<file path="src/design/mcfe_pkg.sv">
`timescale 1ns / 1ps
// Shared types and constants for the cluster frame extractor.
// No dependencies; used by every module of the block.
package mcfe_pkg;

    localparam int SIZE_BITS_DEF = 32;

    localparam logic [31:0] EL_CLUSTER  = 32'h1F43B675;
    localparam logic [31:0] EL_TIMECODE = 32'h000000E7;
    localparam logic [31:0] EL_SIMPLE   = 32'h000000A3;
    localparam logic [31:0] EL_GROUP    = 32'h000000A0;
    localparam logic [31:0] EL_BLOCK    = 32'h000000A1;

    localparam logic [15:0] TRACK_RESET = 16'd1;
    localparam logic [31:0] SCALE_RESET = 32'd1000000;

    localparam logic CFG_TRACK = 1'b0;
    localparam logic CFG_SCALE = 1'b1;

    typedef struct packed {
        logic [7:0] data_byte;
        logic       segment_last;
    } in_item_t;

    typedef struct packed {
        logic        kind;
        logic [7:0]  payload_byte;
        logic [31:0] payload_length;
        logic [63:0] time_us;
        logic        keyframe;
        logic        frame_last;
        logic        malformed;
    } out_item_t;

    // Result job from the parser to the time unit: frame header, payload byte or fault
    typedef struct packed {
        logic        kind;
        logic [7:0]  payload_byte;
        logic [31:0] payload_length;
        logic [63:0] ticks;
        logic        keyframe;
        logic        frame_last;
        logic        malformed;
    } job_t;

    function automatic logic [3:0] vint_len(input logic [7:0] b);
        logic [3:0] n;
        n = 4'd8;
        for (int i = 7; i >= 1; i--)
        begin
            if (b[i] && n == 4'd8 && ((4'd8 - 4'(i)) < n))
                n = 4'd8 - 4'(i);
        end
        if (b[7])
            n = 4'd1;
        return n;
    endfunction

    // Mask of the data bits below the length marker
    function automatic logic [7:0] vint_mask(input logic [3:0] len);
        return 8'(8'hFF >> len);
    endfunction

endpackage

</file>
<file path="src/design/mcfe_queue.sv">
`timescale 1ns / 1ps
// Result queue between the pipeline and the consumer.
// Depends on mcfe_pkg.
module mcfe_queue #(
    parameter int DEPTH = 8
) (
    input  logic                clk,
    input  logic                rst_n,
    input  logic                wr,
    input  mcfe_pkg::out_item_t wdata,
    input  logic                rd,
    output mcfe_pkg::out_item_t rdata,
    output logic                empty,
    output logic [$clog2(DEPTH):0] count
);

    localparam int AW = $clog2(DEPTH);

    mcfe_pkg::out_item_t mem [DEPTH];
    logic [AW-1:0] wp_reg, rp_reg;
    logic [AW:0]   cnt_reg;

    assign empty = (cnt_reg == '0);
    assign count = cnt_reg;
    assign rdata = mem[rp_reg];

    always_ff @(posedge clk or negedge rst_n)
    begin
        if (!rst_n)
        begin
            wp_reg <= '0; rp_reg <= '0; cnt_reg <= '0;
        end
        else
        begin
            if (wr)
                wp_reg <= AW'((32'(wp_reg) + 1) % DEPTH);
            if (rd && !empty)
                rp_reg <= AW'((32'(rp_reg) + 1) % DEPTH);
            cnt_reg <= cnt_reg + (AW+1)'(wr) - (AW+1)'(rd && !empty);
        end
    end

    always_ff @(posedge clk)
    begin
        if (wr)
            mem[wp_reg] <= wdata;
    end

`ifndef NO_ASSERTIONS
    a_no_overflow: assert property (@(posedge clk) disable iff (!rst_n)
        wr |-> (cnt_reg < (AW+1)'(DEPTH) || rd))
        else $error("result queue overflow");
    a_count_step: assert property (@(posedge clk) disable iff (!rst_n)
        (!wr && !rd) |=> $stable(cnt_reg))
        else $error("count moved without a transaction");
    a_empty_read: assert property (@(posedge clk) disable iff (!rst_n)
        (empty && !wr) |=> empty)
        else $error("queue filled without a write");
`endif

endmodule

</file>
<file path="config.mk">
export PLATFORM = sky130hd
export DESIGN_NAME = mcfe_queue
export DESIGN_NICKNAME = d
export VERILOG_FILES = /design/src/design/mcfe_pkg.sv /design/src/design/mcfe_queue.sv
export SDC_FILE = /design/constraint.sdc
export NUM_CORES = 1
export LEC_CHECK = 0
export ABC_AREA = 1
export CAP_MARGIN = 40
export CORE_ASPECT_RATIO = 1.75
export CORE_UTILIZATION = 55
export DETAILED_ROUTE_END_ITERATION = 6
export DONT_BUFFER_PORTS = 1
export GPL_TIMING_DRIVEN = 0
export PLACE_DENSITY = 0.74
export SLEW_MARGIN = 10
export SYNTH_ARGS = -nofsm -noshare
export SYNTH_HDL_FRONTEND = slang
export SYNTH_SLANG_ARGS = --single-unit
</file>
<file path="constraint.sdc">
create_clock -name clk -period 11.65 [get_ports clk]
set_input_delay 0.5825 -clock clk [delete_from_list [all_inputs] [get_ports clk]]
set_output_delay 0.5825 -clock clk [all_outputs]
set_load 0.03 [all_outputs]
</file>
# --- Word-level counts from Yosys, hierarchy flattened ---
# Memories as Yosys holds them, arrays and structs flattened.
# Cells that the tools add are included.
op_classes:
  n_addsub: 4
  n_mux: 2
  n_reduce_logical: 3
ops:
  columns: ["op", "count"]
  rows:
  - ["$add A3 B1 Y3 const B", 2]
  - ["$add A4 B1 Y4", 1]
  - ["$logic_not A4 Y1", 1]
  - ["$sub A4 B1 Y4", 1]
  - ["$mux W1", 2]
  - ["$logic_and A1 B1 Y1", 1]
  - ["$logic_not A1 Y1", 1]
totals:
  reg_bits: 10
  mem_bits_rw: 864
  in_bits: 112
  out_inout_bits: 113
  word_cells: 13
  mem_count: 1
memory_table:
  columns: ["memory", "words", "word_bits", "read_ports", "rd_ports_with_merged_regs", "wr", "line_no", "source"]
  rows:
  - ["mem", 8, 108, 1, 0, 1, "mcfe_queue.sv:19", "mcfe_pkg::out_item_t mem [DEPTH];"]

# --- Logic depth before layout (Yosys ltp) ---
# Gate-level depths: netlist of run 1.
depth:
  ltp_word: 4
  depth_mapped: 11
  mapped_depth_nobuf: 11

# --- Worst setup path after synthesis of run 1 ---
# Ideal clock, no wire load.
synth_path:
  kind: "in2reg"
  start: "in wr"
  end: "mem mem[0][0] (netlist name) (enable)"
  setup_ps: 576
  arrival_ps: 5426
  t_required_ps: 11074
  setup_slack_ps: 5648
  path_stages: 3
  path_buffers: 0
  path_cell_list: "inv_1 -> or2_2 -> nor2_1"
synth_via:
  elab_chain_len: 2
synth_lines:
  columns: ["item", "line_no", "source"]
  rows:
  - ["from (decl)", "mcfe_queue.sv:9", "input logic wr,"]
  - ["$mux W1", "mcfe_queue.sv:45", "if (wr)"]
  - ["$mux W1 (implied by the code)", "mcfe_queue.sv:46", "mem[wp_reg] <= wdata;"]
  - ["to (decl)", "mcfe_queue.sv:19", null]
# Every way passes these cells.

==> results of run 1 <==
[worst max-delay path by stage]
| stage | startpoint | to | slack, ns |
|---|---|---|---|
| final | rp_reg[1] | rdata[38] | 8.16 |
| after CTS | rp_reg[1] | rdata[31] | 8.15 |
| after global placement | wr | mem[4][48] | 1.34 |
| after global routing | rp_reg[1] | rdata[31] | 8.09 |
| after detailed placement | rp_reg[1] | rdata[31] | 8.84 |
| after floorplan | wr | mem[0][0] | 5.65 |
[layer usage]
layer | global-route usage (%) | up-vias | share of wire [%]
met5 | 0 | - | 0
met4 | 13.5 | 0 | 4.1
met3 | 5.81 | 206 | 8.9
met2 | 48.8 | 1089 | 52
met1 | 29.6 | 12000 | 35
li1 | - | 12000 | -
[cell type report]
type                    count  area, um^2  area share, %
flip-flops and latches    874       26200           61.4
multi-input cells        1877        7760           18.2
inverters                 880        3310           7.76
clock buffers              90        2050           4.80
well taps                 903        1130           2.65
plain buffers             165         940           2.20
repair buffers             38         818           1.92
clock inverters            49         452           1.06
diodes                      2        5.00         0.0117
[cells in the final DEF, fill, tap and decap left out, types with 2 or more instances in the layout]
cell	netlist	final
buf_4	35	35
inv_1	877	877
nand2_1	1417	1417
buf_16	0	9
bufinv_16	0	7
dfrtp_1	10	10
inv_4	2	2
clkbuf_1	29	38
buf_1	10	10
edfxtp_1	864	864
nand3_1	434	434
buf_2	79	79
ha_1	7	7
inv_6	0	3
clkinv_1	0	12
clkinvlp_4	0	7
buf_6	12	12
clkinv_2	0	18
nor2_4	0	8
buf_12	0	28
o21ai_0	3	3
diode_2	0	2
clkbuf_16	0	80
xor2_1	4	4
[where the power goes]
group	internal [uW]	leakage, uW	total [uW]	switching (uW)
Combinational	1020	0.0104	4260	3250
Sequential	3800	0.00797	3890	85.8
Clock	1420	0.00122	2550	1130
[stage by stage]
stage / utilization (%) / hold WS [ns] / total power (uW) / cell area, um^2
floorplan: - / 0.287 / 6930 / 38100
global placement: 57.3 / 0.287 / 8130 / 39300
detailed placement: 58.6 / 0.287 / 8200 / 40100
finish: 62.3 / 0.0285 / 10700 / 42700
CTS: 62.3 / 0.00627 / 10700 / 42700
global route: 62.3 / 0.0145 / 11200 / 42700
[cells in the mapped netlist]
library cell | n | area share, %
xor2_1 | 4 | 0.092
dfrtp_1 | 10 | 0.66
buf_4 | 35 | 0.69
buf_2 | 79 | 1.0
nand2_1 | 1417 | 14
edfxtp_1 | 864 | 68
clkbuf_1 | 29 | 0.29
xnor2_1 | 1 | 0.023
nor2_1 | 8 | 0.079
nand3_1 | 434 | 5.7
buf_6 | 12 | 0.35
ha_1 | 7 | 0.23
buf_1 | 10 | 0.098
fa_1 | 1 | 0.052
a21oi_1 | 1 | 0.013
o21ai_0 | 3 | 0.039
or2_2 | 1 | 0.016
inv_2 | 1 | 0.0098
inv_4 | 2 | 0.033
inv_1 | 877 | 8.6
[cells by family after synthesis]
| logic type | after synthesis |
|---|---|
| buffers and inverters | 1045 |
| adder cells (fa/ha/maj) | 8 |
| XOR/XNOR | 5 |
| AND/OR/NAND/NOR | 1860 |
| flip-flops | 874 |
| AO/OA/AOI/OAI | 4 |
[timing repair]
| item | 4_1_cts | 5_1_grt |
|---|---|---|
| hold buffers | 1 | 0 |
| endpoints found under the hold margin | 10 | 0 |
| setup buffers | 0 | 0 |
==> flow_metrics.py, run 1 <==
metrics = {
    "outcome": {
        "status": "completed",
    },
    "cells_and_area": {
        "fillerInstances": 5216,
        "largest_reg_flops": 864,
        "area_growth_pct": 11.8,
        "fin_cells": 4878,
        "regMostFlops": "mem",
        "nets": 4033,
        "drive_gt1_share_pct": 7.37,
    },
    "detailed_routing": {
        "wl_um": 94000,
        "drc": 0,
        "viasPerCell": 5.19,
        "first_iter_violations": 2178,
        "ant_nets": 0,
        "first_pass_iters": 7,
        "routedWlPerCell_um": 19.3,
        "vias": 25300,
    },
    "place": {
        "post-place-cells": 4736,
        "place.gp.congestion": 0.781,
        "io_buffers": 0,
        "hpwlAfterDp_um": 62300,
        "preCtsSetupSlack_ns": 8.84,
    },
    "min_path": {
        "hold_class": "in -> reg",
        "hold_path_end": "mem[0][5]",
        "min-delay-start": "wdata[5]",
        "hold_depth": 0,
    },
    "global_route": {
        "grt_pass1_wl_um": 141000,
        "grtUsageTotal_pct": 26.9,
        "antenna_found_initial": 0,
        "grt_max_degree": 28,
        "grt_overflow_total": 0,
        "grt_pass1_vias": 25100,
    },
    "floorplan": {
        "start_util_pct": 55.7,
        "die_y_um": 350,
        "die_w_um": 201,
        "dieArea_um2": 70400,
        "core-area_um2": 68500,
        "ioPinCount": 225,
        "std_cell_rows": 127,
    },
    "critical_path": {
        "worst-path-max-fanout": 10,
        "cp-start-kind": "flop",
        "r2r-start": "wp_reg[0]",
        "reg2reg_to": "mem[4][54]",
        "path_cells": "buf_6 -> inv_4 -> buf_2 -> buf_2 -> nand3_1 -> nand2_1 -> nand2_1 -> nand2_1",
        "path_delay_family": "buffers and inverters",
        "ff2ff_setup_slack_ns": 9.09,
        "crit_type": "reg -> out",
        "cp-end-kind": "primary output",
        "cp.depth": 8,
        "critPathSlowestCell": "buf_2",
        "worstRegToRegCells": 6,
        "slowest_delay_ns": 0.47,
        "cp_data_required_time_ns": 11.07,
        "arrival_ns": 2.91,
        "path_buf_inv": 4,
        "path_common_cell": "nand2_1",
    },
    "pwr": {
        "ir_drop_uv": 190,
        "leakagePower_uw": 0.0196,
        "power_density_nw_per_um2": 251,
    },
    "yosys": {
        "yosys.area_share.adder_pct": 0.282,
        "synth_xor_area_share_pct": 0.115,
        "synth_seq_area_share_pct": 68.7,
        "synth.distinct_cells": 20,
        "yosys.area_share.simple_pct": 19.7,
        "synth_top_family_by_area": "simple AND/OR/NAND/NOR gates",
        "synthCells": 3796,
        "syn_avg_cell_area_um2": 10.0,
        "yosysWarnings": 0,
        "synth_nets": 3916,
        "netlist_area_um2": 38100,
        "muxShareOfSynthArea_pct": 0,
        "synth-compound-area-share_pct": 0.0525,
        "ys_ff_latch": 874,
    },
    "sta": {
        "report.final.slew_viol_count": 0,
        "tightestPinTransition_ns": 0.821,
        "fmax_ghz": 0.286,
        "hold_viol": 0,
        "clock-skew-final_ns": 0.0224,
        "setup_viol": 0,
        "setup_tns_ns": 0,
        "period_share_pct": 30.0,
        "rsz0062_at_grt": "no",
        "fin_ws_ns": 8.16,
        "relSlewSlack_pct": 45.2,
        "fin_crit_ns": 3.49,
    },
    "clock_tree": {
        "cts_htree_levels": 3,
        "cts_tree": "done",
        "clk_latency_ns": 0.64,
        "clock_path_buffers": 3,
        "cts_num_sinks": 874,
        "root_buffer": "clkbuf_16",
        "cts_buffers": 77,
        "ctsResizeCount": 0,
        "clk_pin_slew_ns": 0.07,
    },
    "job": {
        "maxCapViolations": 0,
    },
}
No activity file was read; power rests on OpenSTA's default activity.
==> run 2: changes to the inputs <==
ABC_AREA = 0   (was 1)
clock period = 3.59 ns   (was 11.65 ns; I/O delays follow)
==> flow_metrics.py, run 2 <==
metrics = {
    "min_path": {
        "hold_class": "in -> reg",
        "min-delay-start": "wr",
    },
    "critical_path": {
        "startpoint": "rp_reg[2]",
        "cp_data_required_time_ns": 3.41,
        "cp-end-kind": "primary output",
        "cp-start-kind": "flop",
        "r2r-start": "count[2]",
        "worst-path-max-fanout": 10,
        "crit_type": "reg -> out",
        "arrival_ns": 3.24,
    },
    "global_route": {
        "grt_overflow_total": 0,
        "antenna_found_initial": 5,
        "grt_pass1_wl_um": 102000,
        "grt_pass1_vias": 15600,
        "grtUsageTotal_pct": 22.9,
        "grt_max_degree": 23,
    },
    "pwr": {
        "clockPowerShare_pct": 24.1,
        "internal_power_uw": 22300,
        "leakagePower_uw": 0.0127,
        "p_sw_uw": 10900,
        "power_density_nw_per_um2": 848,
        "combinationalPowerShare_pct": 36.1,
        "ir_drop_uv": 633,
        "pwr-share-seq_pct": 39.7,
        "switching_share_pct": 32.9,
    },
    "clock_tree": {
        "clock_path_buffers": 3,
        "cts_num_sinks": 874,
        "root_buffer": "clkbuf_16",
        "clk_latency_ns": 0.63,
        "cts_htree_levels": 3,
        "ctsResizeCount": 0,
        "post_cts_buffers": 0,
        "cts_tree": "done",
        "clk_pin_slew_ns": 0.07,
        "cts_buffers": 76,
    },
    "floorplan": {
        "ioPinCount": 225,
        "dieArea_um2": 61600,
        "core-area_um2": 60000,
        "die_y_um": 328,
        "die_w_um": 188,
        "start_util_pct": 55.5,
        "std_cell_rows": 119,
    },
    "detailed_routing": {
        "viasPerCell": 6.03,
        "vias": 14500,
        "routedWlPerCell_um": 28.5,
        "first_iter_violations": 984,
        "wl_um": 68400,
        "first_pass_iters": 5,
        "drc": 0,
        "ant_nets": 0,
    },
    "sta": {
        "fmax_ghz": 0.293,
        "period_share_pct": 95.2,
        "setup_viol": 0,
        "whs_ns": 0.201,
        "tightestPinTransition_ns": 0.861,
        "hold_viol": 0,
        "rsz0062_at_grt": "no",
        "setup_tns_ns": 0,
        "relSlewSlack_pct": 42.5,
        "report.final.slew_viol_count": 0,
        "fin_crit_ns": 3.42,
        "clock-skew-final_ns": 0.0186,
    },
    "cells_and_area": {
        "fin_cells": 2397,
        "final_common_cell": "edfxtp_1",
        "post-route-util_pct": 65.2,
        "drive_gt1_share_pct": 33.9,
        "largest_reg_flops": 864,
        "area_growth_pct": 17.4,
        "nets": 1669,
        "final_cell_mix": "edfxtp_1, mux4_2, dlygate4sd3_1",
        "regMostFlops": "mem",
        "fillerInstances": 3728,
        "post-route-cell-area_um2": 39100,
    },
    "outcome": {
        "status": "completed",
    },
    "yosys": {
        "synth_ff_type": "edfxtp_1",
        "syn_avg_cell_area_um2": 25.6,
        "synth.distinct_cells": 23,
        "yosysWarnings": 0,
        "synthTopCellsByCount": "edfxtp_1, mux4_2, mux2_4",
        "netlist_area_um2": 33300,
        "synth_most_common_cell": "edfxtp_1",
        "synth_seq_area_share_pct": 78.6,
        "synthCells": 1301,
        "synth-async-reset-ratio_pct": 1.14,
        "yosysTopAreaCell": "edfxtp_1",
        "synth_area_leaders": "edfxtp_1, mux4_2, mux2_4, mux2_2, dfrtp_1",
        "synth_top_area_share_pct": 77.9,
        "synth_edf_count": 864,
        "synth_nets": 1421,
        "ys_ff_latch": 874,
    },
    "job": {
        "maxCapViolations": 0,
    },
    "place": {
        "io_buffers": 0,
        "dpl_cell_area_um2": 35600,
        "hpwlAfterDp_um": 42600,
        "post-place-cells": 2145,
        "place.gp.congestion": 0.712,
    },
}
==> run 2: changes by cell type in the layout (fill, tap and decap cells not counted), sizes merged, moves of 3 or more <==
| cell | delta |
|---|---|
| clkinvlp | -4 |
| nand2 | -1413 |
| inv | -872 |
| nand3 | -434 |
| mux2 | +110 |
| o21ai | -3 |
| mux4 | +216 |
| dlygate4sd3 | +111 |
| nand2b | +4 |
| buf | -67 |
| clkbuf | -14 |
==> run 2: layout make-up <==
class | count | area (um^2) | share of cell area (%)
Clock buffer | 93 | 2040 | 5.21
Sequential cell | 874 | 26200 | 67.0
Buffer | 60 | 478 | 1.22
Clock inverter | 45 | 390 | 0.998
Multi-Input combinational cell | 360 | 6700 | 17.1
Antenna cell | 2 | 5.00 | 0.0128
Tap cell | 786 | 983 | 2.51
Timing Repair Buffer | 170 | 2310 | 5.89
Inverter | 7 | 26.3 | 0.0672
==> run 2: cells by family after synthesis <==
logic type / synth area share [%]
DFF: 78.6
adders and majority gates: 0.323
AOI/OAI and AO/OA: 0.0375
and+or+nand+nor: 0.252
buffers and inverters: 1.51
muxes: 19.1
xor gates and xnor gates: 0.158
==> run 2: critical path: stages (launching register included) <==
cell and delay [ns]:
dfrtp_1 0.32, buf_2 0.46, buf_2 0.49, clkbuf_1 0.56, mux4_2 0.40, mux2_4 0.36
==> run 2: per-layer routing <==
layer / global-route usage [%] / vias to the layer above / wire length, um
met1: 29.2 / 7735 / 26200
met3: 4.84 / 115 / 4500
met2: 39.5 / 507 / 36000
li1: - / 6095 / -
met4: 7.44 / 6 / 1680
met5: 0 / - / 44
==> run 2: final timing paths <==
kind                              end  slack, ns  depth (start not counted)
max                         rdata[32]       0.17                          5
min                        mem[2][99]       0.20                          2
max reg2reg                  count[2]       0.92                         10
min reg2reg                 wp_reg[1]       0.59                          1
max in group asynchronous   wp_reg[0]       2.73                          2
min in group asynchronous    count[2]       0.51                          2
==> run 2: metrics by stage <==
step,setup slack [ns],total power (uW)
CTS,0.0387,33600
global placement,-3.33,24800
global route,0.0533,34400
detailed placement,0.734,25400
finish,0.172,33200
floorplan,-0.356,22300
==> run 2: what timing repair did <==
action / CTS / global route
endpoints found under the setup margin: 0 / 0
endpoints found under the hold margin: 891 / 0
hold buffers: 112 / 0
==> run 2: power by group through the flow <==
stage / clock, uW / sequential (uW) / combinational (uW)
2_1_floorplan: 0 / 13400 / 8930
3_3_place_gp: 0 / 13600 / 11200
3_5_place_dp: 0 / 13400 / 12000
4_1_cts: 8150 / 13200 / 12200
5_1_grt: 8510 / 13300 / 12600
6_report: 8000 / 13200 / 12000
==> run 3: changes to the inputs <==
ABC_AREA = 1   (was 0)
==> flow_metrics.py, run 3 (synthesis results as in run 1) <==
metrics = {
    "outcome": {
        "status": "completed",
    },
    "sta": {
        "hold_viol": 0,
        "tightestPinTransition_ns": 0.805,
        "whs_ns": 0.193,
        "relSlewSlack_pct": 46.2,
        "fin_crit_ns": 3.02,
        "period_share_pct": 84.1,
        "setup_tns_ns": 0,
        "rsz0062_at_grt": "no",
        "setup_viol": 0,
        "clock-skew-final_ns": 0.0175,
        "fin_ws_ns": 0.571,
        "fmax_ghz": 0.331,
        "report.final.slew_viol_count": 0,
    },
    "pwr": {
        "clockPowerShare_pct": 23.9,
        "pwr-share-seq_pct": 36.0,
        "power_density_nw_per_um2": 800,
        "leakagePower_uw": 0.0201,
        "ir_drop_uv": 607,
        "internal_power_uw": 20500,
        "combinationalPowerShare_pct": 40.1,
        "switching_share_pct": 41.7,
        "p_sw_uw": 14600,
    },
    "detailed_routing": {
        "viasPerCell": 5.14,
        "first_pass_iters": 6,
        "vias": 25700,
        "drc": 0,
        "met3_length_um": 8020,
        "routedWlPerCell_um": 18.9,
        "highest_layer": "met5",
        "wl_um": 94400,
        "first_iter_violations": 2025,
        "wl_met1_um": 33200,
        "routed-wl-met2_um": 49200,
        "ant_nets": 0,
    },
    "global_route": {
        "antenna_found_initial": 7,
        "grt_overflow_total": 0,
        "grt_pass1_vias": 25700,
        "grt_pass1_wl_um": 143000,
        "grtUsageTotal_pct": 27.1,
        "grt_max_degree": 28,
    },
    "critical_path": {
        "ff2ff_setup_slack_ns": 1.18,
        "arrival_ns": 2.84,
        "path_cells": "buf_6 -> inv_4 -> buf_2 -> buf_2 -> nand3_1 -> nand2_1 -> nand2_1 -> nand2_1",
        "critPathSlowestCell": "buf_2",
        "worst-path-max-fanout": 10,
        "startpoint": "rp_reg[1]",
        "cp-start-kind": "flop",
        "cp-end-kind": "primary output",
        "path_buf_inv": 4,
        "path_common_cell": "nand2_1",
        "crit_type": "reg -> out",
        "path_delay_family": "buffers and inverters",
        "reg2reg_to": "mem[2][48]",
        "worstRegToRegCells": 5,
        "slowest_delay_ns": 0.45,
        "cp_data_required_time_ns": 3.41,
        "r2r-start": "wp_reg[0]",
    },
    "cells_and_area": {
        "largest_reg_flops": 864,
        "post-route-cell-area_um2": 43800,
        "final_cell_mix": "nand2_1, inv_1, edfxtp_1",
        "drive_gt1_share_pct": 7.10,
        "area_growth_pct": 14.9,
        "final_common_cell": "nand2_1",
        "regMostFlops": "mem",
        "post-route-util_pct": 64.0,
        "nets": 4144,
    },
    "floorplan": {
        "std_cell_rows": 127,
        "dieArea_um2": 70400,
        "ioPinCount": 225,
        "die_w_um": 201,
        "core-area_um2": 68500,
        "start_util_pct": 55.7,
        "die_y_um": 350,
    },
    "clock_tree": {
        "root_buffer": "clkbuf_16",
        "cts_htree_levels": 3,
        "cts_tree": "done",
        "post_cts_buffers": 0,
        "ctsHoldBuffers": 112,
        "clk_latency_ns": 0.64,
        "clk_pin_slew_ns": 0.06,
        "cts_buffers": 76,
        "ctsResizeCount": 0,
        "clock_path_buffers": 3,
        "cts_num_sinks": 874,
    },
    "place": {
        "hpwlAfterDp_um": 62000,
        "dpl_cell_area_um2": 40200,
        "place.gp.congestion": 0.788,
        "io_buffers": 0,
        "preCtsSetupSlack_ns": 1.19,
    },
    "job": {
        "maxCapViolations": 0,
    },
    "min_path": {
        "hold_depth": 2,
        "min-delay-start": "wr",
        "hold_path_end": "mem[1][11]",
        "hold_class": "in -> reg",
    },
}
run 3: changes by cell type in the layout (fill, tap and decap cells not counted), moves of 5 or more:
cell | previous run | this run
buf_4 | 0 | 35
buf_16 | 19 | 9
nand3_1 | 0 | 434
bufinv_16 | 5 | 10
mux4_2 | 216 | 0
inv_1 | 7 | 877
buf_8 | 20 | 0
nand2_1 | 4 | 1417
mux2_4 | 70 | 0
mux2_2 | 40 | 0
buf_2 | 27 | 79
buf_6 | 5 | 12
clkbuf_1 | 25 | 39
run 3: worst max path at each step:
stage	end	slack (ns)	cells past startpoint
2_1_floorplan	mem[0][0]	-0.41	2
3_3_place_gp	mem[0][48]	-3.07	2
4_1_cts	rdata[31]	0.51	8
6_report	rdata[17]	0.57	8
5_1_grt	rdata[1]	0.44	8
3_5_place_dp	rdata[31]	1.19	8
run 3: through the flow:
step	total power, uW	std cells
2_1_floorplan	22400	3796
3_3_place_gp	26200	4699
3_5_place_dp	26600	4737
4_1_cts	35200	4988
5_1_grt	36800	4990
6_report	35100	4990
run 3: cell type report:
type                       instances  area [um^2]
sequential                       874        26200
fill                            5087        24700
multi-input combinational       1877         7760
inverter                         880         3310
clock buffer                      89         2000
timing repair buffer             150         1950
tap                              903         1130
buffer                           165          940
clock inverter                    50          536
antenna                            2         5.00
run 3: metal layers:
layer | vias to the layer above | GRT usage (%)
met5 | - | 0
met4 | 10 | 13.4
met3 | 228 | 4.82
met2 | 1113 | 48.8
met1 | 12100 | 30.9
li1 | 12200 | -
run 3: power by group through the flow:
stage / combinational, uW / sequential, uW / clock [uW]
final: 14100 / 12600 / 8400
after global routing: 15300 / 12700 / 8850
after CTS: 14100 / 12600 / 8460
after detailed placement: 13800 / 12800 / 0
after global placement: 13300 / 13000 / 0
after floorplan: 9550 / 12900 / 0
