File: src/design/mcfe_pkg.sv
`timescale 1ns / 1ps
// Shared types and constants for the cluster frame extractor.
// No dependencies; used by every module of the block.
package mcfe_pkg;

    localparam int SIZE_BITS_DEF = 32;

    localparam logic [31:0] EL_CLUSTER  = 32'h1F43B675;
    localparam logic [31:0] EL_TIMECODE = 32'h000000E7;
    localparam logic [31:0] EL_SIMPLE   = 32'h000000A3;
    localparam logic [31:0] EL_GROUP    = 32'h000000A0;
    localparam logic [31:0] EL_BLOCK    = 32'h000000A1;

    localparam logic [15:0] TRACK_RESET = 16'd1;
    localparam logic [31:0] SCALE_RESET = 32'd1000000;

    localparam logic CFG_TRACK = 1'b0;
    localparam logic CFG_SCALE = 1'b1;

    typedef struct packed {
        logic [7:0] data_byte;
        logic       segment_last;
    } in_item_t;

    typedef struct packed {
        logic        kind;
        logic [7:0]  payload_byte;
        logic [31:0] payload_length;
        logic [63:0] time_us;
        logic        keyframe;
        logic        frame_last;
        logic        malformed;
    } out_item_t;

    // Result job from the parser to the time unit: frame header, payload byte or fault
    typedef struct packed {
        logic        kind;
        logic [7:0]  payload_byte;
        logic [31:0] payload_length;
        logic [63:0] ticks;
        logic        keyframe;
        logic        frame_last;
        logic        malformed;
    } job_t;

    function automatic logic [3:0] vint_len(input logic [7:0] b);
        logic [3:0] n;
        n = 4'd8;
        for (int i = 7; i >= 1; i--)
        begin
            if (b[i] && n == 4'd8 && ((4'd8 - 4'(i)) < n))
                n = 4'd8 - 4'(i);
        end
        if (b[7])
            n = 4'd1;
        return n;
    endfunction

    // Mask of the data bits below the length marker
    function automatic logic [7:0] vint_mask(input logic [3:0] len);
        return 8'(8'hFF >> len);
    endfunction

endpackage

File: src/design/mcfe_parser.sv
`timescale 1ns / 1ps
// Front part: byte-wise EBML parser producing result jobs.
// Depends on mcfe_pkg.
module mcfe_parser #(
    parameter int SIZE_BITS = mcfe_pkg::SIZE_BITS_DEF
) (
    input  logic                clk,
    input  logic                rst_n,
    input  logic                in_fire,
    input  mcfe_pkg::in_item_t  in_item,
    input  logic [15:0]         sel_track,
    output logic                job_valid,
    output mcfe_pkg::job_t      job
);

    typedef enum logic [3:0] {
        PH_SEG_HDR, PH_SEG_SKIP, PH_DEAD, PH_CL_HDR, PH_CL_SKIP, PH_CL_TIME,
        PH_CL_REST, PH_GRP_HDR, PH_GRP_SKIP, PH_GRP_REST, PH_BLK_TRACK,
        PH_BLK_REL_HI, PH_BLK_REL_LO, PH_BLK_FLAGS, PH_BLK_PAYLOAD, PH_BLK_SKIP
    } phase_t;

    localparam logic [63:0] SIZE_MAX = 64'((65'd1 << SIZE_BITS) - 65'd1);

    phase_t      phase_reg, phase_next;
    logic [2:0]  vleft_reg, vleft_next;
    logic [63:0] vval_reg, vval_next;
    logic [31:0] eid_reg, eid_next;
    logic [63:0] cl_reg, cl_next, grp_reg, grp_next, el_reg, el_next;
    logic [63:0] ctime_reg, ctime_next;
    logic [15:0] rel_reg, rel_next;
    logic        stage_reg, stage_next;
    logic [3:0]  take_reg, take_next;
    logic        ingrp_reg, ingrp_next;
    logic        jv_next;
    mcfe_pkg::job_t job_next;

    function automatic logic [63:0] dec(input logic [63:0] v);
        return (v != 64'd0) ? v - 64'd1 : 64'd0;
    endfunction

    always_comb
    begin
        logic [7:0]  b;
        logic [3:0]  len;
        logic [63:0] avail;
        logic        bnd;
        logic        hdr_go;
        logic [1:0]  hr;
        logic [63:0] prior_left;
        logic        idle;

        b = in_item.data_byte;
        phase_next = phase_reg; vleft_next = vleft_reg; vval_next = vval_reg;
        eid_next = eid_reg; cl_next = cl_reg; grp_next = grp_reg; el_next = el_reg;
        ctime_next = ctime_reg; rel_next = rel_reg; stage_next = stage_reg;
        take_next = take_reg; ingrp_next = ingrp_reg;
        jv_next = 1'b0;
        job_next = '0;
        len = mcfe_pkg::vint_len(b);
        avail = 64'd0; bnd = 1'b0; hdr_go = 1'b0; hr = 2'd0; prior_left = 64'd0;
        idle = 1'b0;

        if (in_fire)
        begin
            // pick header parse context
            unique case (phase_reg)
                PH_SEG_HDR: begin hdr_go = 1'b1; bnd = 1'b0; end
                PH_CL_HDR:  begin hdr_go = 1'b1; bnd = 1'b1; avail = cl_reg; end
                PH_GRP_HDR: begin hdr_go = 1'b1; bnd = 1'b1; avail = grp_reg; end
                default:    hdr_go = 1'b0;
            endcase
            // hr: 0 pending, 1 done, 2 fault
            if (hdr_go)
            begin
                if (vleft_reg == 3'd0)
                begin
                    if (b == 8'd0 || (bnd && {60'd0, len} > avail))
                    begin
                        stage_next = 1'b0; hr = 2'd2;
                    end
                    else
                    begin
                        vval_next = stage_reg ? {56'd0, b & mcfe_pkg::vint_mask(len)}
                                              : {56'd0, b};
                        vleft_next = 3'(len - 4'd1);
                    end
                end
                else
                begin
                    vval_next = {vval_reg[55:0], b};
                    vleft_next = vleft_reg - 3'd1;
                end
                if (hr == 2'd0 && vleft_next == 3'd0)
                begin
                    if (!stage_reg)
                    begin
                        eid_next = vval_next[31:0];
                        stage_next = 1'b1;
                        if (bnd && avail <= 64'd1)
                        begin
                            stage_next = 1'b0; hr = 2'd2;
                        end
                    end
                    else
                    begin
                        stage_next = 1'b0;
                        if (vval_next > SIZE_MAX || (bnd && vval_next > avail - 64'd1))
                            hr = 2'd2;
                        else
                        begin
                            el_next = vval_next; hr = 2'd1;
                        end
                    end
                end
            end

            priority case (phase_reg)
                PH_SEG_HDR:
                begin
                    if (hr == 2'd2)
                    begin
                        jv_next = 1'b1; job_next.malformed = 1'b1; phase_next = PH_DEAD;
                    end
                    else if (hr == 2'd1)
                    begin
                        if (eid_next == mcfe_pkg::EL_CLUSTER)
                        begin
                            cl_next = el_next; ctime_next = 64'd0; phase_next = PH_CL_HDR;
                        end
                        else
                            phase_next = PH_SEG_SKIP;
                    end
                end
                PH_SEG_SKIP: el_next = dec(el_reg);
                PH_DEAD: ;
                default:
                begin
                    cl_next = dec(cl_reg);
                    unique case (phase_reg)
                        PH_CL_HDR:
                        begin
                            if (hr == 2'd2)
                            begin
                                jv_next = 1'b1; job_next.malformed = 1'b1;
                                phase_next = PH_CL_REST;
                            end
                            else if (hr == 2'd1)
                            begin
                                if (eid_next == mcfe_pkg::EL_TIMECODE)
                                begin
                                    ctime_next = 64'd0; take_next = 4'd8;
                                    phase_next = PH_CL_TIME;
                                end
                                else if (eid_next == mcfe_pkg::EL_SIMPLE)
                                begin
                                    ingrp_next = 1'b0; vleft_next = 3'd0; vval_next = 64'd0;
                                    phase_next = (el_next < 64'd4) ? PH_BLK_SKIP : PH_BLK_TRACK;
                                end
                                else if (eid_next == mcfe_pkg::EL_GROUP)
                                begin
                                    grp_next = el_next; phase_next = PH_GRP_HDR;
                                end
                                else
                                    phase_next = PH_CL_SKIP;
                            end
                        end
                        PH_CL_SKIP: el_next = dec(el_reg);
                        PH_CL_TIME:
                        begin
                            el_next = dec(el_reg);
                            if (take_reg != 4'd0)
                            begin
                                ctime_next = {ctime_reg[55:0], b};
                                take_next = take_reg - 4'd1;
                            end
                        end
                        PH_CL_REST: ;
                        PH_GRP_HDR:
                        begin
                            grp_next = dec(grp_reg);
                            if (hr == 2'd2)
                            begin
                                vleft_next = 3'd0; phase_next = PH_GRP_REST;
                            end
                            else if (hr == 2'd1)
                            begin
                                if (eid_next == mcfe_pkg::EL_BLOCK)
                                begin
                                    ingrp_next = 1'b1; vleft_next = 3'd0; vval_next = 64'd0;
                                    phase_next = (el_next < 64'd4) ? PH_BLK_SKIP : PH_BLK_TRACK;
                                end
                                else
                                    phase_next = PH_GRP_SKIP;
                            end
                        end
                        PH_GRP_SKIP:
                        begin
                            grp_next = dec(grp_reg); el_next = dec(el_reg);
                        end
                        PH_GRP_REST: grp_next = dec(grp_reg);
                        default:
                        begin
                            if (ingrp_reg)
                                grp_next = dec(grp_reg);
                            prior_left = el_reg;
                            el_next = dec(el_reg);
                            unique case (phase_reg)
                                PH_BLK_TRACK:
                                begin
                                    if (vleft_reg == 3'd0 &&
                                        (b == 8'd0 || {60'd0, len} > prior_left))
                                        phase_next = PH_BLK_SKIP;
                                    else
                                    begin
                                        if (vleft_reg == 3'd0)
                                        begin
                                            vval_next = {56'd0, b & mcfe_pkg::vint_mask(len)};
                                            vleft_next = 3'(len - 4'd1);
                                        end
                                        else
                                        begin
                                            vval_next = {vval_reg[55:0], b};
                                            vleft_next = vleft_reg - 3'd1;
                                        end
                                        if (vleft_next == 3'd0)
                                        begin
                                            if (sel_track == 16'd0 ||
                                                vval_next != {48'd0, sel_track} ||
                                                el_next < 64'd3)
                                                phase_next = PH_BLK_SKIP;
                                            else
                                                phase_next = PH_BLK_REL_HI;
                                        end
                                    end
                                end
                                PH_BLK_REL_HI:
                                begin
                                    rel_next = {b, 8'd0}; phase_next = PH_BLK_REL_LO;
                                end
                                PH_BLK_REL_LO:
                                begin
                                    rel_next = {rel_reg[15:8], b}; phase_next = PH_BLK_FLAGS;
                                end
                                PH_BLK_FLAGS:
                                begin
                                    if (b[2:1] != 2'd0)
                                        phase_next = PH_BLK_SKIP;
                                    else
                                    begin
                                        jv_next = 1'b1;
                                        job_next.payload_length = el_next[31:0];
                                        job_next.ticks = ctime_reg + {{48{rel_reg[15]}}, rel_reg};
                                        job_next.keyframe = b[7];
                                        job_next.frame_last = (el_next == 64'd0);
                                        phase_next = PH_BLK_PAYLOAD;
                                    end
                                end
                                PH_BLK_PAYLOAD:
                                begin
                                    jv_next = 1'b1;
                                    job_next.kind = 1'b1;
                                    job_next.payload_byte = b;
                                    job_next.frame_last = (el_next == 64'd0);
                                end
                                default: ;
                            endcase
                        end
                    endcase
                end
            endcase

            // settle: unrolled, each level closes at most once
            idle = (vleft_next == 3'd0 && !stage_next);
            if (phase_next >= PH_BLK_TRACK && el_next == 64'd0)
                phase_next = ingrp_next ? PH_GRP_REST : PH_CL_HDR;
            if ((phase_next == PH_CL_SKIP || phase_next == PH_CL_TIME) && el_next == 64'd0)
                phase_next = PH_CL_HDR;
            if (phase_next == PH_GRP_SKIP && el_next == 64'd0)
                phase_next = PH_GRP_HDR;
            if (((phase_next == PH_GRP_HDR && idle) || phase_next == PH_GRP_REST) &&
                grp_next == 64'd0)
                phase_next = PH_CL_HDR;
            if (((phase_next == PH_CL_HDR && idle) || phase_next == PH_CL_REST) &&
                cl_next == 64'd0)
                phase_next = PH_SEG_HDR;
            if (phase_next == PH_SEG_SKIP && el_next == 64'd0)
                phase_next = PH_SEG_HDR;

            if (in_item.segment_last)
            begin
                phase_next = PH_SEG_HDR; vleft_next = 3'd0; vval_next = 64'd0;
                eid_next = 32'd0; cl_next = 64'd0; grp_next = 64'd0; el_next = 64'd0;
                ctime_next = 64'd0; rel_next = 16'd0; stage_next = 1'b0;
                take_next = 4'd0; ingrp_next = 1'b0;
            end
        end
    end

    always_ff @(posedge clk or negedge rst_n)
    begin
        if (!rst_n)
        begin
            phase_reg <= PH_SEG_HDR; vleft_reg <= '0; vval_reg <= '0; eid_reg <= '0;
            cl_reg <= '0; grp_reg <= '0; el_reg <= '0; ctime_reg <= '0; rel_reg <= '0;
            stage_reg <= 1'b0; take_reg <= '0; ingrp_reg <= 1'b0; job_valid <= 1'b0;
        end
        else
        begin
            phase_reg <= phase_next; vleft_reg <= vleft_next; vval_reg <= vval_next;
            eid_reg <= eid_next; cl_reg <= cl_next; grp_reg <= grp_next;
            el_reg <= el_next; ctime_reg <= ctime_next; rel_reg <= rel_next;
            stage_reg <= stage_next; take_reg <= take_next; ingrp_reg <= ingrp_next;
            job_valid <= jv_next;
        end
    end

    always_ff @(posedge clk)
    begin
        job <= job_next;
    end

`ifndef NO_ASSERTIONS
    a_job_needs_byte: assert property (@(posedge clk) disable iff (!rst_n)
        job_valid |-> $past(in_fire))
        else $error("job without an accepted byte");
    a_payload_len: assert property (@(posedge clk) disable iff (!rst_n)
        (job_valid && job.kind) |-> !job.malformed)
        else $error("payload job flagged malformed");
    a_dead_quiet: assert property (@(posedge clk) disable iff (!rst_n)
        (phase_reg == PH_DEAD) |=> !job_valid)
        else $error("result after segment fault");
`endif

endmodule

File: config.mk
export PLATFORM = sky130hd
export DESIGN_NAME = mcfe_parser
export DESIGN_NICKNAME = d
export VERILOG_FILES = /design/src/design/mcfe_pkg.sv /design/src/design/mcfe_parser.sv
export SDC_FILE = /design/constraint.sdc
export NUM_CORES = 2
export LEC_CHECK = 0
export BUFFER_PORTS_ARGS = -buffer_cell sky130_fd_sc_hd__buf_2
export CAP_MARGIN = 20
export CORE_UTILIZATION = 40
export CTS_CLUSTER_DIAMETER = 60
export DETAILED_ROUTE_END_ITERATION = 10
export PLACE_DENSITY = 0.53
export SLEW_MARGIN = 20
export SYNTH_ARGS = -nofsm -noshare
export SYNTH_HDL_FRONTEND = slang
export SYNTH_SLANG_ARGS = --single-unit
File: constraint.sdc
create_clock -name clk -period 14.3 [get_ports clk]
set_clock_uncertainty 0.2 [all_clocks]
set_input_delay 0 -clock clk [delete_from_list [all_inputs] [get_ports clk]]
set_output_delay 0 -clock clk [all_outputs]
set_load 0.03 [all_outputs]
# [Word level (Yosys, flattened, before mapping)]
# Index checks and enable logic that the tools add are counted.
[word_totals] ff_bits=490 input_bits=28 out_inout_bits=109 word_cells=360
[classes] n_addsub=8 n_lt_le_gt_ge=14 n_eq_ne=49 n_shift=1 n_mux=189 bitwise_logic=4 reduce_logical=74
[op_table] operator="64-bit 2-to-1 mux" n=56
[op_table] operator="64-bit one-hot mux with 2 select lines" n=5
[op_table] operator="64-bit one-hot mux with 3 select lines" n=2
[op_table] operator="64-bit zero test" n=4
[op_table] operator="64-bit by 1-bit subtractor with 64-bit output (second input constant)" n=4
[op_table] operator="64-bit nonzero test" n=3
[op_table] operator="32-bit 2-to-1 mux" n=5
[op_table] operator="4-bit 2-to-1 mux" n=38
[op_table] operator="32-bit by 8-bit equality test with 1-bit output (second input constant)" n=4
[op_table] operator="4-bit by 64-bit greater-than comparator with 1-bit output" n=2
[op_table] operator="3-bit 2-to-1 mux" n=26
[op_table] operator="64-bit adder" n=1
[op_table] operator="64-bit by 32-bit greater-than comparator with 1-bit output (second input constant)" n=1
[op_table] operator="64-bit greater-than comparator" n=1
[op_table] operator="64-bit by 1-bit less-or-equal comparator with 1-bit output (second input constant)" n=1
[op_table] operator="64-bit by 2-bit < comparator with 1-bit output (second input constant)" n=1
[op_table] operator="64-bit by 3-bit < comparator with 1-bit output (second input constant)" n=1
[op_table] operator="64-bit by 16-bit inequality test with 1-bit output" n=1
[op_table] operator="4-bit equality test (second input constant)" n=15
[op_table] operator="16-bit 2-to-1 mux" n=3
[op_table] operator="32-bit by 29-bit equality test with 1-bit output (second input constant)" n=1
[op_table] operator="4-bit by 3-bit equality test with 1-bit output (second input constant)" n=8
[op_table] operator="16-bit one-hot mux with 2 select lines" n=1
[op_table] operator="1-bit 2-to-1 mux" n=28
[op_table] operator="48 further kinds" n=127

# [Depth between registers and ports, before layout]
[depth] word_depth=79 depth_mapped=49 mapped_depth_nobuf=39

# [Worst setup path after synthesis]
# No wires, ideal clock.
[synth_path] path_type="register to register" start="reg phase_reg[2]" end="reg phase_reg[1]" setup_ps=122 arrival_time_ps=10478 required_ps=13978 setup_slack_ps=3500 stages_incl_launch_ff=45 path_buffers=5 period_less_slack_ps=10800 path_cell_list="dfrtp_1 -> buf_6 -> buf_6 -> buf_2 -> buf_1 -> buf_1 -> mux2i_1 -> nor2_1 -> nor3_1 -> nand2_1 -> nor3_1 -> nand2_1 -> nor4_1 -> nand2_1 -> or4_1 -> a21o_1 -> a21o_1 -> nor2_1 -> [9 not listed] -> nor4_1 -> nand3_1 -> or3_1 -> nand2_1 -> a21oi_1 -> a211oi_1 -> o211ai_1 -> nand2_1 -> nand2_1 -> and3_1 -> a311oi_1 -> nand2_1 -> or4b_1 -> or4_1 -> or4_4 -> o21ba_1 -> or3b_1 -> a32o_1"
[synth_via] elab_chain_cells=56 elab_cells_between_ends=180 cone_classes="add/sub: 1; order compare: 6; eq/ne: 28; mux: 110; reduce/logical: 35"
[synth_lines] element="start, declared" line="mcfe_parser.sv:24" text="phase_t phase_reg, phase_next;"
[synth_lines] element="start signal, assigned" line="mcfe_parser.sv:309" text="phase_reg <= phase_next; vleft_reg <= vleft_next; vval_reg <= vval_next;"
[synth_lines] element="4-bit by 3-bit equality test with 1-bit output / 4-bit by 2-bit equality test with 1-bit output (equally long branches)" line="mcfe_parser.sv:66, mcfe_parser.sv:139"
[synth_lines] element="64-bit one-hot mux with 2 select lines / 2-bit OR reduction (equally long branches)"
[synth_lines] element="64-bit 2-to-1 mux / 1-bit 2-to-1 mux (equally long branches)" line="mcfe_parser.sv:63, mcfe_parser.sv:66"
[synth_lines] element="4-bit by 64-bit greater-than comparator with 1-bit output / 1-bit 2-to-1 mux (equally long branches)" line="mcfe_parser.sv:77, mcfe_parser.sv:63"
[synth_lines] element="1-bit logical AND" line="mcfe_parser.sv:77" text="if (b == 8'd0 || (bnd && {60'd0, len} > avail))"
[synth_lines] element="1-bit logical OR" line="mcfe_parser.sv:77"
[synth_lines] element="64-bit 2-to-1 mux" line="mcfe_parser.sv:77"
[synth_lines] element="64-bit 2-to-1 mux" line="mcfe_parser.sv:75" text="if (vleft_reg == 3'd0)"
[synth_lines] element="[40 not listed]"
[synth_lines] element="1-bit logical OR" line="mcfe_parser.sv:283" text="if (((phase_next == PH_CL_HDR && idle) || phase_next == PH_CL_REST) &&"
[synth_lines] element="1-bit logical AND" line="mcfe_parser.sv:283"
[synth_lines] element="4-bit 2-to-1 mux" line="mcfe_parser.sv:283"
[synth_lines] element="4-bit 2-to-1 mux" line="mcfe_parser.sv:63" text="if (in_fire)"
[synth_lines] element="4-bit by 1-bit equality test with 1-bit output" line="mcfe_parser.sv:286" text="if (phase_next == PH_SEG_SKIP && el_next == 64'd0)"
[synth_lines] element="1-bit logical AND" line="mcfe_parser.sv:286"
[synth_lines] element="4-bit 2-to-1 mux (*)" line="mcfe_parser.sv:286"
[synth_lines] element="4-bit 2-to-1 mux (*)" line="mcfe_parser.sv:289" text="if (in_item.segment_last)"
# Mark *: on every way between the ends. The rest lies on a longest branch, timed or not. The select of a mux whose other input is x is not followed.
# A chain may end at the register's enable or synchronous reset.

# [Worst setup path in the final report]
[layout_path] start="reg phase_reg[1]" end="reg phase_reg[1]"
# Same word-level chain as after synthesis.

==> metrics.md <==
| Metric | Value |
|---|---|
| Status | finished, final reports clean |
| Detailed router's first-iteration violation count | 5375 |
| Largest register FFs | 108 |
| Critical Path AT | 13.44 ns |
| H-tree depth | 3 |
| CTS sink cnt | 490 |
| Pin count of the biggest net entering global routing | 92 |
| Std-Cell Rows | 116 |
| Synth async-reset ratio | 77.96% |
| Initial DRT Pass Iterations | 7 |
| Tmin final | 13.08 ns |
| Share of layout cells above drive strength 1 | 9.652% |
| PnR worst setup slack | 1.217 ns |
| Wire length per cell after detailed routing | 29.60 um |
| CP max-delay cell | sky130_fd_sc_hd__dfrtp_1 |
| Critical path's most frequent cell | sky130_fd_sc_hd__nand2_1 |
| Leading cell type by number of instances after synthesis | sky130_fd_sc_hd__nand2_1 |
| Syn_nets | 5572 |
| Startpoint Class | flip-flop |
| Number of antenna violations at the first check in global routing | 5 |
| Clock-pin slew reported for the worst setup and hold paths after clock tree synthesis | 0.05 ns |
| Area inside the core boundary | 100000 sq um |
| Synth top area share | 23.71% |
| RSZ-0062 raised after global routing | no |
| Post-Route WL | 197.7 mm |
| Count of pins on the block boundary | 137 |
| Crit end category | flip-flop |
| Post-route total power | 8705 uW |
| Slew headroom | 12.33% |
| Hold crit path type | input pin to flip-flop |
| Instance count of the mapped netlist | 5392 |
| Dominant cells by area after synthesis | sky130_fd_sc_hd__dfrtp_1, sky130_fd_sc_hd__nand2_1, sky130_fd_sc_hd__o21ai_0 |
| Area added between synthesis and finish | 11.58% |
| Post-CTS Repair Setup Buffers | 0 |
| Number of nets in the final layout | 5496 |
| Instance count along the most critical hold path | 4 |
| Global placer's final weighted congestion | 1.056 |
| Power density over the cells | 193.6 nW/um^2 |
| Mean instance size in the synthesized netlist | 7.476 sq um |
| Peak supply drop | 0.2661 mV |
| Placed Instances | 6517 |
| FILL cells | 10240 |
| Critical R2R Capture | phase_reg[1]$_DFFE_PN0P_ |
| Category of the most critical setup path | flip-flop to flip-flop |
| Worst Hold Endpoint | ctime_reg[4]$_DFFE_PN0P_ |
| Cell chosen for the clock root | sky130_fd_sc_hd__clkbuf_16 |
| Worst reg2reg setup slack | 1.22 ns |
| Leakage component of the power | 0.01949 uW |
| Total Routing Usage GR | 37.84% |
| Total Neg Setup Slack | 0 ns |
| Number of global-route vias before repair | 41360 |
| Die boundary height | 319.4 um |
| Critical Path Fanout Max | 41 |
| Global-route wire length before repair | 289.5 mm |
| Setup violations, final | 0 |
| Number of different library cells in the post-synthesis netlist | 116 |
| Tightest hold margin | 0.06800 ns |
| Remaining design rule violation count | 0 |
| Register area share after synthesis | 29.08% |
| Number of buffers on the longest clock path | 3 |
| Register bit count reported by yosys | 490 |
| Max-cap viol count | 0 |
| DPL Wire Length | 144.1 mm |
| Sequential standard cell area | 11730 sq um |
| DR vias/cell | 6.678 |
| Period utilisation layout | 91.49% |
| Number of endpoints with negative hold slack in the final report | 0 |
| Top cells by instance count after synthesis | sky130_fd_sc_hd__nand2_1, sky130_fd_sc_hd__nor2_1, sky130_fd_sc_hd__o21ai_0 |
| Die span in x | 319.4 um |
| Cell depth of the worst flop-to-flop path | 38 |
| Crit path largest cell delay | 0.68 ns |
| Clock latency reported for the late side of the worst-skew pair | 0.69 ns |
| Initial Utilization | 40.31% |
| Ys Warns | 0 |
| Area used by multi-input combinational logic | 26520 sq um |
| Post-Layout Cell Count | 6679 |
| Vias | 44600 |
| Required @ worst endpoint | 14.66 ns |
| Final-report max-slew violation count | 0 |
| Total global routing overflow | 0 |
| Number of buffers inserted during clock tree synthesis | 75 |
| Number of enable-type register cells in the synthesized netlist | 0 |
| Remaining antenna violation count | 0 |
| Top cell type by total area after synthesis | sky130_fd_sc_hd__dfrtp_1 |
| Count of buffers inserted at the top-level ports | 136 |
| Dominant register cell in the synthesized netlist | sky130_fd_sc_hd__dfrtp_1 |
| Register name with the most flops | job |
| Mapped Area | 40310 sq um |
| Reg-to-Reg Start | phase_reg[1]$_DFFE_PN0P_ |
| Maximum clock rate | 76.44 MHz |
| Hold Path Origin | in_item[5] |
| Slew at the pin with the worst max-slew slack | 1.315 ns |
| Post-place setup slack | 1.498 ns |
| Clock tree from TritonCTS | done |
| Die Outline Area | 102000 sq um |
-- power breakdown --
part           switching, uW  internal [uW]  total [uW]  leakage (uW)
registers                210           1460        1680       0.00617
clock network            803           1190        1990       0.00128
logic                   3550           1490        5040        0.0120
-- critical path: cells and delay by family (launching register included) --
family,cells,cell delay [ns]
and+or+nand+nor,19,5.99
AOI/OAI and AO/OA,15,4.73
buffers and inverters,2,0.87
DFF,1,0.68
adders and majority gates,1,0.29
xor gates and xnor gates,1,0.17
-- cells in the final DEF (no fill, tap or decap), drive strengths merged, types with 46 or more instances in the layout --
cell | synthesis | routed
dfxtp | 108 | 108
xnor2 | 111 | 111
a22oi | 109 | 109
a32o | 46 | 46
o21ai | 475 | 475
nand3 | 206 | 206
nor4 | 105 | 105
nand4 | 96 | 96
ha | 151 | 151
nor3 | 224 | 224
nand2 | 637 | 637
dfrtp | 382 | 382
o22ai | 94 | 94
a21oi | 421 | 421
buf | 61 | 267
mux2i | 72 | 72
nor2 | 503 | 503
xor2 | 61 | 61
a31oi | 56 | 56
clkbuf | 377 | 90
a22o | 53 | 53
o2bb2ai | 133 | 133
or3 | 51 | 51
inv | 151 | 167
-- layer usage --
metal / routed length, um / GRT usage (%)
met1: 78580 / 48.14
met2: 85990 / 57.67
met3: 16450 / 6.883
met4: 16690 / 27.13
met5: 14 / 0
-- kinds of logic (layout without fill, tap and decap cells) --
logic type	after synthesis	in the layout	share of synthesized area [%]
AO/OA/AOI/OAI	1802	1802	29.45
XOR/XNOR	172	172	3.737
adder cells (fa/ha/maj)	152	152	4.737
buffers and inverters	591	576	5.643
flip-flops	490	490	29.08
multiplexers	89	89	2.303
other	0	4	0
AND/OR/NAND/NOR	2096	2096	25.05
-- timing repair --
action	in CTS	in global routing
hold endpoints to repair	252	0
resized for setup	0	0
setup endpoints to repair	0	0
hold buffers	18	0
-- final cells by class --
cell class | count | share of cell area [%]
well taps | 1298 | 3.611
clock buffers | 89 | 4.448
clock inverters | 49 | 1.427
diodes | 4 | 0.02226
multi-input cells | 4311 | 58.97
inverters | 153 | 1.288
repair buffers | 285 | 4.162
flip-flops and latches | 490 | 26.07
-- worst max-delay path by stage --
stage,startpoint,end,slack [ns]
after floorplan,phase_reg[2]$_DFFE_PN0P_,phase_reg[1]$_DFFE_PN0P_,3.50
after global placement,phase_reg[1]$_DFFE_PN0P_,phase_reg[1]$_DFFE_PN0P_,1.48
after detailed placement,phase_reg[2]$_DFFE_PN0P_,phase_reg[1]$_DFFE_PN0P_,1.50
after CTS,phase_reg[2]$_DFFE_PN0P_,phase_reg[1]$_DFFE_PN0P_,1.43
after global routing,phase_reg[1]$_DFFE_PN0P_,phase_reg[1]$_DFFE_PN0P_,0.44
final,phase_reg[1]$_DFFE_PN0P_,phase_reg[1]$_DFFE_PN0P_,1.22
-- per-stage QoR --
step | utilization, % | instance area (sq um)
detailed placement | 42.10 | 42100
floorplan | - | 40310
CTS | 44.94 | 44940
finish | 44.97 | 44970
global placement | 42.09 | 42090
global route | 44.96 | 44960
Note: power is estimated with default switching activity, not from simulation.
